<file path="src/rtl/mtg_pkg.sv">
// Shared types, constants and functions for the MT19937 word generator.
// No dependencies; imported by the top level and the seeding sequencer.
package mtg_pkg;

  localparam int WORD_W = 32;
  localparam int IDX_W  = 10;

  localparam logic [IDX_W-1:0]  N_WORDS    = 10'd624;
  localparam logic [IDX_W-1:0]  M_WORDS    = 10'd397;
  localparam logic [IDX_W-1:0]  FILL_LAST  = N_WORDS - 10'd1;
  localparam logic [WORD_W-1:0] INIT_MULT  = 32'd1812433253;
  localparam logic [WORD_W-1:0] UPPER_MASK = 32'h8000_0000;
  localparam logic [WORD_W-1:0] LOWER_MASK = 32'h7fff_ffff;
  localparam logic [WORD_W-1:0] MATRIX_A   = 32'd2567483615;
  localparam logic [WORD_W-1:0] TEMPER_B   = 32'd2636928640;
  localparam logic [WORD_W-1:0] TEMPER_C   = 32'd4022730752;
  localparam logic [WORD_W-1:0] RESET_SEED = 32'd5489;

  // Seeding sequencer states
  typedef enum logic [1:0] {
    ST_FILL,
    ST_PRIME,
    ST_RUN
  } mtg_state_t;

  // Control from the seeding sequencer to the datapath
  typedef struct packed {
    logic              wr_en;
    logic [IDX_W-1:0]  wr_addr;
    logic [WORD_W-1:0] wr_data;
    logic              prime;
    logic              run;
  } mtg_fill_t;

  // Wrap an index sum back into 0..N-1 (sum stays below 2*N)
  function automatic logic [IDX_W-1:0] idx_wrap(input logic [IDX_W:0] s);
    logic [IDX_W:0] n_ext;
    n_ext = {1'b0, N_WORDS};
    return (s >= n_ext) ? IDX_W'(s - n_ext) : IDX_W'(s);
  endfunction

  // One in-place twist step
  function automatic logic [WORD_W-1:0] twist(input logic [WORD_W-1:0] cur,
                                              input logic [WORD_W-1:0] nxt,
                                              input logic [WORD_W-1:0] far);
    logic [WORD_W-1:0] y;
    logic [WORD_W-1:0] w;
    y = (cur & UPPER_MASK) | (nxt & LOWER_MASK);
    w = far ^ (y >> 1);
    if (y[0]) w = w ^ MATRIX_A;
    return w;
  endfunction

  // Output tempering
  function automatic logic [WORD_W-1:0] temper(input logic [WORD_W-1:0] v);
    logic [WORD_W-1:0] y;
    y = v ^ (v >> 11);
    y = y ^ ((y << 7) & TEMPER_B);
    y = y ^ ((y << 15) & TEMPER_C);
    y = y ^ (y >> 18);
    return y;
  endfunction

endpackage

</file>
<file path="src/rtl/mtg_seed_fill.sv">
// Seeding sequencer: fills the state table from the seed after reset and
// after every seed write, then primes the read ports. Uses mtg_pkg.
module mtg_seed_fill
  import mtg_pkg::*;
(
  input  logic              clk,
  input  logic              rst,
  input  logic              seed_we,
  input  logic [WORD_W-1:0] seed_wdata,
  output mtg_fill_t         ctrl
);

  mtg_state_t        state;
  mtg_state_t        state_next;
  logic [IDX_W-1:0]  fill_cnt;
  logic [IDX_W-1:0]  cnt_inc;
  logic [WORD_W-1:0] fill_val;
  logic [WORD_W-1:0] fill_val_next;
  logic [WORD_W-1:0] mixed;

  // Init recurrence: t[i] = MULT * (t[i-1] ^ (t[i-1] >> 30)) + i
  always_comb begin
    cnt_inc       = fill_cnt + 10'd1;
    mixed         = fill_val ^ (fill_val >> 30);
    fill_val_next = WORD_W'(INIT_MULT * mixed) + {{(WORD_W-IDX_W){1'b0}}, cnt_inc};
  end

  // Next state
  always_comb begin
    state_next = state;
    case (state)
      ST_FILL:  if (fill_cnt == FILL_LAST) state_next = ST_PRIME;
      ST_PRIME: state_next = ST_RUN;
      ST_RUN:   state_next = ST_RUN;
      default:  state_next = ST_FILL;
    endcase
  end

  // State, counter and running value; a seed write restarts the fill
  always_ff @(posedge clk) begin
    if (rst) begin
      state    <= ST_FILL;
      fill_cnt <= '0;
      fill_val <= RESET_SEED;
    end else if (seed_we) begin
      state    <= ST_FILL;
      fill_cnt <= '0;
      fill_val <= seed_wdata;
    end else begin
      state <= state_next;
      if (state == ST_FILL) begin
        fill_cnt <= cnt_inc;
        fill_val <= fill_val_next;
      end
    end
  end

  // Outputs
  always_comb begin
    ctrl.wr_en   = (state == ST_FILL);
    ctrl.wr_addr = fill_cnt;
    ctrl.wr_data = fill_val;
    ctrl.prime   = (state == ST_PRIME);
    ctrl.run     = (state == ST_RUN);
  end

endmodule
</file>
<file path="config.mk">
export PLATFORM = sky130hd
export DESIGN_NAME = mtg_seed_fill
export DESIGN_NICKNAME = d
export VERILOG_FILES = /design/src/rtl/mtg_pkg.sv /design/src/rtl/mtg_seed_fill.sv
export SDC_FILE = /design/constraint.sdc
export NUM_CORES = 1
export LEC_CHECK = 0
export BUFFER_PORTS_ARGS = -buffer_cell sky130_fd_sc_hd__buf_2
export CAP_MARGIN = 10
export CORE_MARGIN = 8
export CORE_UTILIZATION = 40
export CTS_CLUSTER_SIZE = 20
export DETAILED_ROUTE_END_ITERATION = 12
export PLACE_DENSITY = 0.61
export SLEW_MARGIN = 20
export SYNTH_ARGS = -nofsm -noshare
export SYNTH_HDL_FRONTEND = slang
export SYNTH_SLANG_ARGS = --single-unit
</file>
<file path="constraint.sdc">
create_clock -name clk -period 10.79 [get_ports clk]
set_input_delay 0.5395 -clock clk [delete_from_list [all_inputs] [get_ports clk]]
set_output_delay 0.5395 -clock clk [all_outputs]
set_load 0.02 [all_outputs]
</file>
# Word level (Yosys, flattened, before mapping)
# Index checks and enable logic that the tools add are counted.
# classes
eq_ne	4
n_reduce_logical	4
mux	4
n_mul	1
n_addsub	2
n_bitwise	1
# op_table
op	count
32-bit two-way mux	2
32-bit by 10-bit adder with 32-bit output	1
31-bit by 32-bit multiplier with 32-bit output (first input constant)	1
32-bit by 2-bit bitwise XOR with 32-bit output	1
10-bit by 1-bit adder with 10-bit output (second input constant)	1
10-bit == test (second input constant)	1
2-bit case mux with 2 select lines	1
2-bit OR reduction	2
2-bit by 1-bit == test with 1-bit output (second input constant)	1
2-bit == test (second input constant)	1
2-bit logical NOT	1
2-bit two-way mux	1
2-bit by 1-bit != test with 1-bit output (second input constant)	1
2-bit nonzero test	1
# totals
inputBits	35
out_inout_bits	45
register_bits	44
wordCells	19

# Logic depth before layout (Yosys ltp)
# Gate-level depths: netlist of the first run.
# logic_depth
depth_word	5
mapped_depth	27
mapped_depth_nobuf	26

# Least setup slack after synthesis of the first run
# OpenSTA, ideal clock, no wires.
# synth_timing
path_kind	flip-flop to flip-flop
startpoint	register fill_val[31]
endpoint	register fill_val[29]
synth_period_minus_slack_ps	6610
setup_ps	95
setup_slack_ps	4180
stages_incl_launch_ff	27
arrival_time_ps	6515
required_time_ps	10695
n_path_buf	0
path_cell_list	dfxtp_1 -> xor2_1 -> inv_1 -> xnor2_1 -> ha_1 -> or2_2 -> ha_1 -> inv_1 -> fa_1 -> inv_1 -> ha_1 -> fa_1 -> fa_1 -> fa_1 -> inv_1 -> fa_1 -> inv_1 -> ha_1 -> nand3_1 -> nor2_1 -> a311o_1 -> nor3_2 -> a21oi_2 -> o41ai_2 -> xnor2_1 -> nand2_1 -> a221oi_1
# synth_via
elab_chain_cells	5
# synth_lines
item	line_no	source
start: declaration	mtg_seed_fill.sv:17	logic [WORD_W-1:0] fill_val;
start signal: assignment	mtg_seed_fill.sv:48	fill_val <= seed_wdata;
start signal: assignment	mtg_seed_fill.sv:53	fill_val <= fill_val_next;
32-bit by 2-bit bitwise XOR with 32-bit output	mtg_seed_fill.sv:24	mixed = fill_val ^ (fill_val >> 30);
31-bit by 32-bit multiplier with 32-bit output	mtg_seed_fill.sv:25	fill_val_next = WORD_W'(INIT_MULT * mixed) + {{(WORD_W-IDX_W){1'b0}}, cnt_inc};
32-bit by 10-bit adder with 32-bit output	mtg_seed_fill.sv:25	
32-bit two-way mux	mtg_seed_fill.sv:51	if (state == ST_FILL) begin
32-bit two-way mux	mtg_seed_fill.sv:45	end else if (seed_we) begin
# Every way passes these cells. The select of a mux whose other input is x is not followed.
# A chain may end at the register's enable or synchronous reset.

# Worst setup path in the final report of the first run
# layout_timing
startpoint	register fill_val[30]
endpoint	register fill_val[29]
# Same word-level chain as after synthesis.

==> flow_summary.ini, run 1 <==
[logic_synthesis]
synth_cell_type_count = 64
synth_xor_area_frac = 0.05634
synth_top_family_by_area = adder cells
synthFlopType = dfxtp_1
yosys.area_share.simple = 0.07350
synth-edff-count = 0
avgSynthCellArea_um2 = 9.541
syn_area_um2 = 10570
synth-seq-cells = 44
syn_inst = 1108
async_reset_ff_frac = 0
synth_fa_ha_area_frac = 0.5750
synth.area.mux_share = 0.01539
yosysWarnings = 0
synth.net_count = 1537
synth-compound-area-share = 0.08699
synth-seq-area-share = 0.08332

[cells_and_area]
syn2layout_area_growth_pct = 9.066
antennaDiodeCount = 0
final_nets = 1608
fillers = 2552
drive_gt1_frac = 0.1076

[clock_tree]
cts_made_buffers = 5
htree_num_levels = 2
clk_pin_slew_ns = 0.07
holdBufCountCts = 0
cts_tree = yes
cts.sinks = 44
cts-root-buf = clkbuf_16
post_cts_resized = 0
cts_setup_buffers = 0
clk_path_buf_depth = 2
clk_latency_ns = 0.29

[critical_path]
cp-endpoint = fill_val[29]
crit_family = adder cells
critPathRequiredTime_ns = 10.99
crit_arrival_ns = 6.98
reg2reg_slack_ns = 4.01
r2r_start = fill_val[30]
crit_start = fill_val[30]
startpoint_type = register
path_max_fanout = 8
r2r_cells = 27
worst_r2r_endpoint = fill_val[29]
path_depth = 27
crit_path_max_incr_delay_ns = 0.52
critical_path_class = reg -> reg
path_common_cell = fa_1
critPathBufInv = 6
cp-end-kind = register
slowest_stage = fa_1

[sta]
setup_viol = 0
max_freq_ghz = 0.1474
setup_tns_ns = 0
max_slew_margin = 0.3819
rsz0062_at_grt = false
finalClockSkew_ns = 0.007254
hold_viol_final = 0
tightest_slew_ns = 0.9259
final.min_clock_period_ns = 6.782
fin_crit_sh = 0.6286
slew_viol_final = 0

[global_route]
grt_pass1_wl_um = 44920
grt_max_degree = 64
grt.total_usage = 0.1816
grt_pass1_vias = 8342
grt_overflow = 0
grt_antenna_before_repair = 0

[floorplan]
core_area_um2 = 25980
dieHeight_um = 178.6
initial_utilization = 0.4068
fp-row-count = 59
die_w_um = 178.6
ios = 80
dieArea_um2 = 31890

[min_path]
hold_start = seed_wdata[10]
hold_path_class = in -> reg

[routing]
vias_per_cell = 4.989
top_layer = met4
dr.pass1.iters = 7
dr_wl_met2_um = 13060
wirelength_um = 27600
drtAntennaViolNets = 0
first_iter_violations = 508
wl_met3_um = 1189
routedWlPerCell_um = 18.22
wl_met1_um = 12850
drc = 0
num_vias = 7559

[job]
maxCapViolCount = 0

[placed_design]
hpwl_um = 22510
portBuffers = 79
gp_congestion = 0.9008

[status]
status = completed
## cells by family after synthesis
family                     Yosys count
adders and majority gates          394
buffers and inverters              298
and+or+nand+nor                    160
AOI/OAI and AO/OA                  128
xor gates and xnor gates            68
DFF                                 44
muxes                               16
## synthesized netlist by cell type (4+ instances only)
cell type / n / share of area
inv_1: 268 / 0.095
o21a_1: 6 / 0.0043
a211oi_1: 6 / 0.0043
nand3_1: 15 / 0.0071
clkbuf_1: 13 / 0.0046
o21ai_1: 4 / 0.0019
and3_1: 6 / 0.0036
buf_1: 5 / 0.0018
ha_1: 241 / 0.29
mux2i_1: 14 / 0.013
nand2_1: 33 / 0.012
buf_2: 6 / 0.0028
or3_1: 5 / 0.0030
a21oi_2: 4 / 0.0033
a221oi_1: 6 / 0.0050
xor2_1: 25 / 0.021
xnor2_1: 43 / 0.036
nor2b_1: 12 / 0.0071
nor2_1: 54 / 0.019
fa_1: 153 / 0.29
dfxtp_1: 44 / 0.083
nor3_1: 13 / 0.0062
a31oi_1: 6 / 0.0036
nand4_1: 6 / 0.0036
a211o_1: 6 / 0.0050
o21ai_0: 11 / 0.0052
a21o_1: 13 / 0.0092
a21oi_1: 36 / 0.017
## how the worst min path moves through the flow
stage / slack, ns / end / depth (start not counted)
floorplan: 0.47 / state[1] / 2
global placement: 0.49 / state[1] / 2
detailed placement: 0.50 / state[1] / 2
CTS: 0.45 / fill_val[5] / 2
global route: 0.45 / fill_val[10] / 2
finish: 0.45 / fill_val[10] / 2
## flip-flops by register name, indices dropped and copies added, names as in the netlist
register  flops
fill_cnt     10
fill_val     32
state         2
## layout by cell type (no fill, tap or decap), types with 11 or more instances in the layout
cell,netlist,routed
ha_1,241,240
fa_1,153,153
xor2_1,25,25
dfxtp_1,44,44
o21ai_0,11,11
mux2i_1,14,14
a21o_1,13,13
a21oi_1,36,36
nand2_1,33,33
buf_2,6,78
inv_1,268,268
xnor2_1,43,43
nor2_1,54,54
nor2b_1,12,12
nor3_1,13,13
nand3_1,15,15
buf_4,2,16
## layer usage
layer  GRT usage  up-vias
met3     0.01270       28
met1      0.2493     3677
li1            -     3698
met5           0        -
met2      0.3111      156
met4     0.03272        0
## final cells by class
cell class / count / area (um^2) / share of cell area
Clock buffer: 6 / 138.9 / 0.01205
Inverter: 268 / 1006 / 0.08725
Tap cell: 335 / 419.2 / 0.03635
Multi-Input combinational cell: 766 / 8536 / 0.7403
Timing Repair Buffer: 94 / 510.5 / 0.04428
Sequential cell: 44 / 880.8 / 0.07640
Clock inverter: 2 / 38.79 / 0.003364
## per-stage QoR
step	std cells	utilization	area (um^2)	worst slack (ns)	hold WS, ns
3_5_place_dp	1507	0.4368	11350	4.012	0.4973
5_1_grt	1515	0.4437	11530	3.697	0.4538
4_1_cts	1515	0.4436	11530	3.975	0.4517
6_report	1515	0.4437	11530	4.008	0.4529
3_3_place_gp	1507	0.4368	11350	4.107	0.4930
2_1_floorplan	1108	-	10570	4.180	0.4718
Power of run 1 is left out: the tool's default activity adds up to more than one toggle a clock period on the data nets, which glitch-free logic cannot reach.
==> inputs of run 2 (changes only) <==
--- a/config.mk
+++ b/config.mk
@@ -5,13 +5,14 @@
 export SDC_FILE = /design/constraint.sdc
 export NUM_CORES = 1
 export LEC_CHECK = 0
+export ABC_AREA = 1
 export BUFFER_PORTS_ARGS = -buffer_cell sky130_fd_sc_hd__buf_2
 export CAP_MARGIN = 10
 export CORE_MARGIN = 8
 export CORE_UTILIZATION = 40
 export CTS_CLUSTER_SIZE = 20
 export DETAILED_ROUTE_END_ITERATION = 12
-export PLACE_DENSITY = 0.61
+export PLACE_DENSITY = 0.63
 export SLEW_MARGIN = 20
 export SYNTH_ARGS = -nofsm -noshare
 export SYNTH_HDL_FRONTEND = slang
==> constraint.sdc (replaced) <==
create_clock -name clk -period 5.9 [get_ports clk]
set_input_delay 0.295 -clock clk [delete_from_list [all_inputs] [get_ports clk]]
set_output_delay 0.295 -clock clk [all_outputs]
set_load 0.02 [all_outputs]
==> run 2 against run 1 <==
Non-clock buffer count rose by 80; synthesized area increased by 3.4%; critical endpoint is now fill_val[24]; die area rose by 3.1%; critical path type unchanged; sequential share of layout area shrank 0.72 points; critical path depth shrank 6; via count grew 22%; core utilization up 3.9 points.
==> flow_summary.ini, run 2 <==
[status]
status = completed

[logic_synthesis]
avgSynthCellArea_um2 = 8.315
yosysWarnings = 0
synth_top_area_cell = fa_1
async_reset_ff_frac = 0
synth-seq-cells = 44
synth_top_area_frac = 0.2801
synth-seq-area-share = 0.08056
synth_commonest_cells = inv_1 (350), ha_1 (241), nand2_1 (183)
syn_area_um2 = 10930
synth_cell_type_count = 39
synth-edff-count = 0
synth.net_count = 1744
syn_inst = 1315
synthFlopType = dfxtp_1
yosysMostFrequentCell = inv_1
ys_top_cells_by_area = fa_1 (28%), ha_1 (28%), inv_1 (12%)

[critical_path]
startpoint_type = register
r2r_cells = 21
reg2reg_slack_ns = 0.14
critPathRequiredTime_ns = 6.07
crit_arrival_ns = 5.93
r2r_start = fill_val[14]
crit_start = fill_val[14]
critical_path_class = reg -> reg
cp-endpoint = fill_val[24]
cp-end-kind = register
worst_r2r_endpoint = fill_val[24]
path_max_fanout = 4

[sta]
final.min_clock_period_ns = 5.759
finalClockSkew_ns = 0.01208
slew_viol_final = 0
max_slew_margin = 0.3938
hold_ws_ns = 0.2108
fin_crit_sh = 0.9761
max_freq_ghz = 0.1736
hold_viol_final = 0
tightest_slew_ns = 0.9092
setup_tns_ns = 0
setup_viol = 0

[routing]
drc = 0
dr_wl_met2_um = 16030
first_iter_violations = 475
routedWlPerCell_um = 18.47
wl_met1_um = 15150
vias_per_cell = 5.055
drtAntennaViolNets = 0
wl_met3_um = 1703
dr.pass1.iters = 5
wirelength_um = 33660
top_layer = met4
num_vias = 9210

[floorplan]
core_area_um2 = 26880
dieHeight_um = 181.3
initial_utilization = 0.4068
fp-row-count = 60
dieArea_um2 = 32880
die_w_um = 181.3
ios = 80

[cells_and_area]
syn2layout_area_growth_pct = 18.76
layout.area.seq_um2 = 898.4
fillers = 2604
final_nets = 1909
top_regs = fill_val (32), fill_cnt (10), state (2)
finish.instance_area_um2 = 12990
multiInputGateArea_um2 = 9027
antennaDiodeCount = 0
mostFrequentLayoutCell = inv_1
largest_register_ffs = 32
drive_gt1_frac = 0.1965
layout_common_cells = inv_1 (348), ha_1 (230), nand2_1 (177)
regMostFlops = fill_val

[min_path]
hold_depth = 3
hold_path_class = in -> reg

[global_route]
grt_max_degree = 36
grt_overflow = 0
grt_pass1_vias = 9987
grt.total_usage = 0.2095
grt_pass1_wl_um = 53530
grt_antenna_before_repair = 0

[clock_tree]
cts.sinks = 44
cts-root-buf = clkbuf_16
cts_made_buffers = 5
htree_num_levels = 2
clk_latency_ns = 0.32
clk_pin_slew_ns = 0.09
cts_tree = yes
clk_path_buf_depth = 2
holdBufCountCts = 0

[job]
maxCapViolCount = 0

[placed_design]
portBuffers = 79
dpl_cell_area_um2 = 12390
gp_congestion = 0.9368
hpwl_um = 28940
## run 2: cell count changes in the layout (fill, tap and decap cells not counted), moves of 12 or more
cell	previous run	this run
xnor2_1	43	13
buf_4	16	93
nor2_1	54	39
inv_1	268	348
a21oi_1	36	55
a22oi_1	0	17
nand3_1	15	45
mux2i_1	14	0
nor2b_1	12	0
nand2_1	33	177
nor2_2	0	12
dfxtp_1	44	32
xor2_1	25	10
## run 2: through the flow
stage	std cells	worst slack, ns	utilization
finish	1822	0.1408	0.4831
global route	1822	-0.02586	0.4831
CTS	1819	0.01995	0.4682
detailed placement	1811	-0.08519	0.4611
global placement	1811	-0.01672	0.4611
floorplan	1315	0.09048	-
## run 2: area by class of cell
type	count	area share
Clock buffer	5	0.009636
Tap cell	341	0.03286
Timing Repair Buffer	174	0.08663
Inverter	355	0.1026
Sequential cell	44	0.06918
Multi-Input combinational cell	900	0.6952
Clock inverter	3	0.003854
## run 2: cell families (layout without fill, tap and decap cells)
kind of cell,count (synthesis),in the layout,share of synthesized area
adders and majority gates,394,394,0.5559
DFF,44,44,0.08056
xor gates and xnor gates,24,24,0.01922
and+or+nand+nor,322,322,0.1255
buffers and inverters,371,537,0.1283
AOI/OAI and AO/OA,160,160,0.09051
## run 2: worst min path at each step
stage	startpoint	endpoint	slack, ns
floorplan	seed_wdata[6]	fill_val[6]	0.42
global placement	state[1]	state[1]	0.49
detailed placement	seed_wdata[0]	fill_val[0]	0.53
CTS	seed_wdata[0]	fill_val[0]	0.21
global route	seed_wdata[0]	fill_val[0]	0.23
finish	seed_wdata[0]	fill_val[0]	0.21
## run 2: timing repair
action / CTS / global route
endpoints found under the setup margin: 10 / 19
buffers inserted: 0 / 3
resized for setup: 4 / 94
pin swaps: 0 / 21
## run 2: critical path: stages, from the launching register on
cell and delay, ns:
dfxtp_2 0.38, ha_2 0.34, ha_1 0.33, fa_1 0.52, inv_1 0.05, fa_1 0.48, inv_1 0.06, fa_1 0.48
fa_1 0.51, fa_1 0.49, inv_1 0.05, fa_1 0.48, inv_1 0.07, ha_4 0.23, a21o_1 0.23, a31oi_4 0.20
buf_4 0.14, nor2_1 0.03, nor2_1 0.15, nand3_2 0.10, o21ai_1 0.21, a21oi_1 0.09
## run 2: routing by layer
metal | global-route usage | vias up
met5 | 0 | -
li1 | - | 4454
met4 | 0.04460 | 0
met1 | 0.2769 | 4468
met3 | 0.02828 | 41
met2 | 0.3594 | 247
Power of run 2 is left out for the same reason.
==> inputs of run 3 (changes only) <==
--- a/config.mk
+++ b/config.mk
@@ -12,8 +12,9 @@
 export CORE_UTILIZATION = 40
 export CTS_CLUSTER_SIZE = 20
 export DETAILED_ROUTE_END_ITERATION = 12
-export PLACE_DENSITY = 0.63
+export PLACE_DENSITY = 0.61
 export SLEW_MARGIN = 20
 export SYNTH_ARGS = -nofsm -noshare
 export SYNTH_HDL_FRONTEND = slang
 export SYNTH_SLANG_ARGS = --single-unit
+export TNS_END_PERCENT = 50
==> constraint.sdc (replaced) <==
create_clock -name clk -period 6.6 [get_ports clk]
set_input_delay 0.33 -clock clk [delete_from_list [all_inputs] [get_ports clk]]
set_output_delay 0.33 -clock clk [all_outputs]
set_load 0.01 [all_outputs]
==> run 3 against run 2 <==
Hold slack better by 0.043 ns; via count is 3.4% lower; cell count is 3.6% lower; largest cell class unchanged.
==> flow_summary.ini, run 3 (synthesis results as in run 2) <==
[status]
status = completed

[global_route]
grt_pass1_vias = 9588
grt_pass1_wl_um = 52210
grt_antenna_before_repair = 0
grt_overflow = 0
grt.total_usage = 0.2041
grt_max_degree = 36

[cells_and_area]
final_nets = 1844
mostFrequentLayoutCell = inv_1
syn2layout_area_growth_pct = 10.33
top_regs = fill_val (32), fill_cnt (10), state (2)
largest_register_ffs = 32
drive_gt1_frac = 0.1045
layout_common_cells = inv_1 (350), ha_1 (241), nand2_1 (183)
antennaDiodeCount = 0
regMostFlops = fill_val

[sta]
setup_tns_ns = 0
hold_viol_final = 0
slew_viol_final = 0
max_freq_ghz = 0.1600
max_slew_margin = 0.4999
final.min_clock_period_ns = 6.248
finalClockSkew_ns = 0.01566
rsz0062_at_grt = false
fin_crit_sh = 0.9467
setup_viol = 0
tightest_slew_ns = 0.7501

[placed_design]
hpwl_um = 28400
portBuffers = 79
gp_congestion = 0.9560

[routing]
num_vias = 8896
vias_per_cell = 5.063
dr.pass1.iters = 5
wirelength_um = 32380
drtAntennaViolNets = 0
first_iter_violations = 362
routedWlPerCell_um = 18.43
drc = 0

[floorplan]
die_w_um = 181.3
core_area_um2 = 26880
fp-row-count = 60
dieArea_um2 = 32880
initial_utilization = 0.4068
dieHeight_um = 181.3
ios = 80

[critical_path]
worst_r2r_endpoint = fill_val[24]
startpoint_type = register
critical_path_class = reg -> reg
critPathRequiredTime_ns = 6.83
path_max_fanout = 6
crit_chain = ha_1 > ha_1 > fa_1 > inv_1 > fa_1 > inv_1 > fa_1 > fa_1 > fa_1 > inv_1 > fa_1 > inv_1 > ha_1 > a21o_1 > a31oi_2 > nor2_1 > nor2_1 > nand3_1 > a21oi_1 > o21ai_1 > a21oi_1
r2r_cells = 21
reg2reg_slack_ns = 0.35
path_common_cell = fa_1
crit_path_max_incr_delay_ns = 0.54
slowest_stage = dfxtp_1
cp-end-kind = register
crit_arrival_ns = 6.48
r2r_start = fill_val[14]

[job]
maxCapViolCount = 0

[clock_tree]
clk_pin_slew_ns = 0.08
cts_setup_buffers = 0
cts_made_buffers = 5
clk_path_buf_depth = 2
cts.sinks = 44
cts_tree = yes
post_cts_resized = 0
cts-root-buf = clkbuf_16
holdBufCountCts = 0
htree_num_levels = 2
clk_latency_ns = 0.32

[min_path]
hold_depth = 3
min_to = fill_val[6]
hold_start = seed_wdata[6]
hold_path_class = in -> reg
run 3: per-layer routing:
metal	GRT usage	routed length, um
met5	0	0
met2	0.3370	14760
met1	0.2704	14810
met4	0.06002	991
met3	0.03410	1821
run 3: final cells by class:
class                           count  area, um^2
Fill cell                        2694       14810
Sequential cell                    44       880.8
Multi-Input combinational cell    900        8653
Clock buffer                        5       125.1
Clock inverter                      3       25.02
Tap cell                          341       426.7
Inverter                          355        1333
Timing Repair Buffer              109       620.6
run 3: worst max-delay path by stage:
stage	cells after the start	slack [ns]	end	start
detailed placement	20	0.33	fill_val[24]	fill_val[14]
floorplan	26	0.85	fill_val[26]	fill_val[31]
global placement	20	0.40	fill_val[24]	fill_val[14]
global route	26	0.01	fill_val[26]	fill_val[31]
CTS	20	0.29	fill_val[24]	fill_val[14]
finish	21	0.35	fill_val[24]	fill_val[14]
run 3: through the flow:
| stage | cells | setup WS (ns) | hold WS, ns | area (um^2) | util |
|---|---|---|---|---|---|
| after floorplan | 1315 | 0.8513 | 0.4562 | 10930 | - |
| after global routing | 1757 | 0.01040 | 0.2682 | 12060 | 0.4489 |
| after global placement | 1749 | 0.3963 | 0.4905 | 11910 | 0.4433 |
| final | 1757 | 0.3517 | 0.2534 | 12060 | 0.4489 |
| after CTS | 1757 | 0.2904 | 0.2438 | 12060 | 0.4489 |
| after detailed placement | 1749 | 0.3269 | 0.4989 | 11910 | 0.4433 |
run 3: critical path: cells and delay by family, from the launching register on:
kind	cells	cell delay [ns]
fa+ha+maj	9	4.13
flops	1	0.54
buf+inv	4	0.21
simple gates	3	0.33
compound gates	5	0.94
Power of run 3 is left out for the same reason.
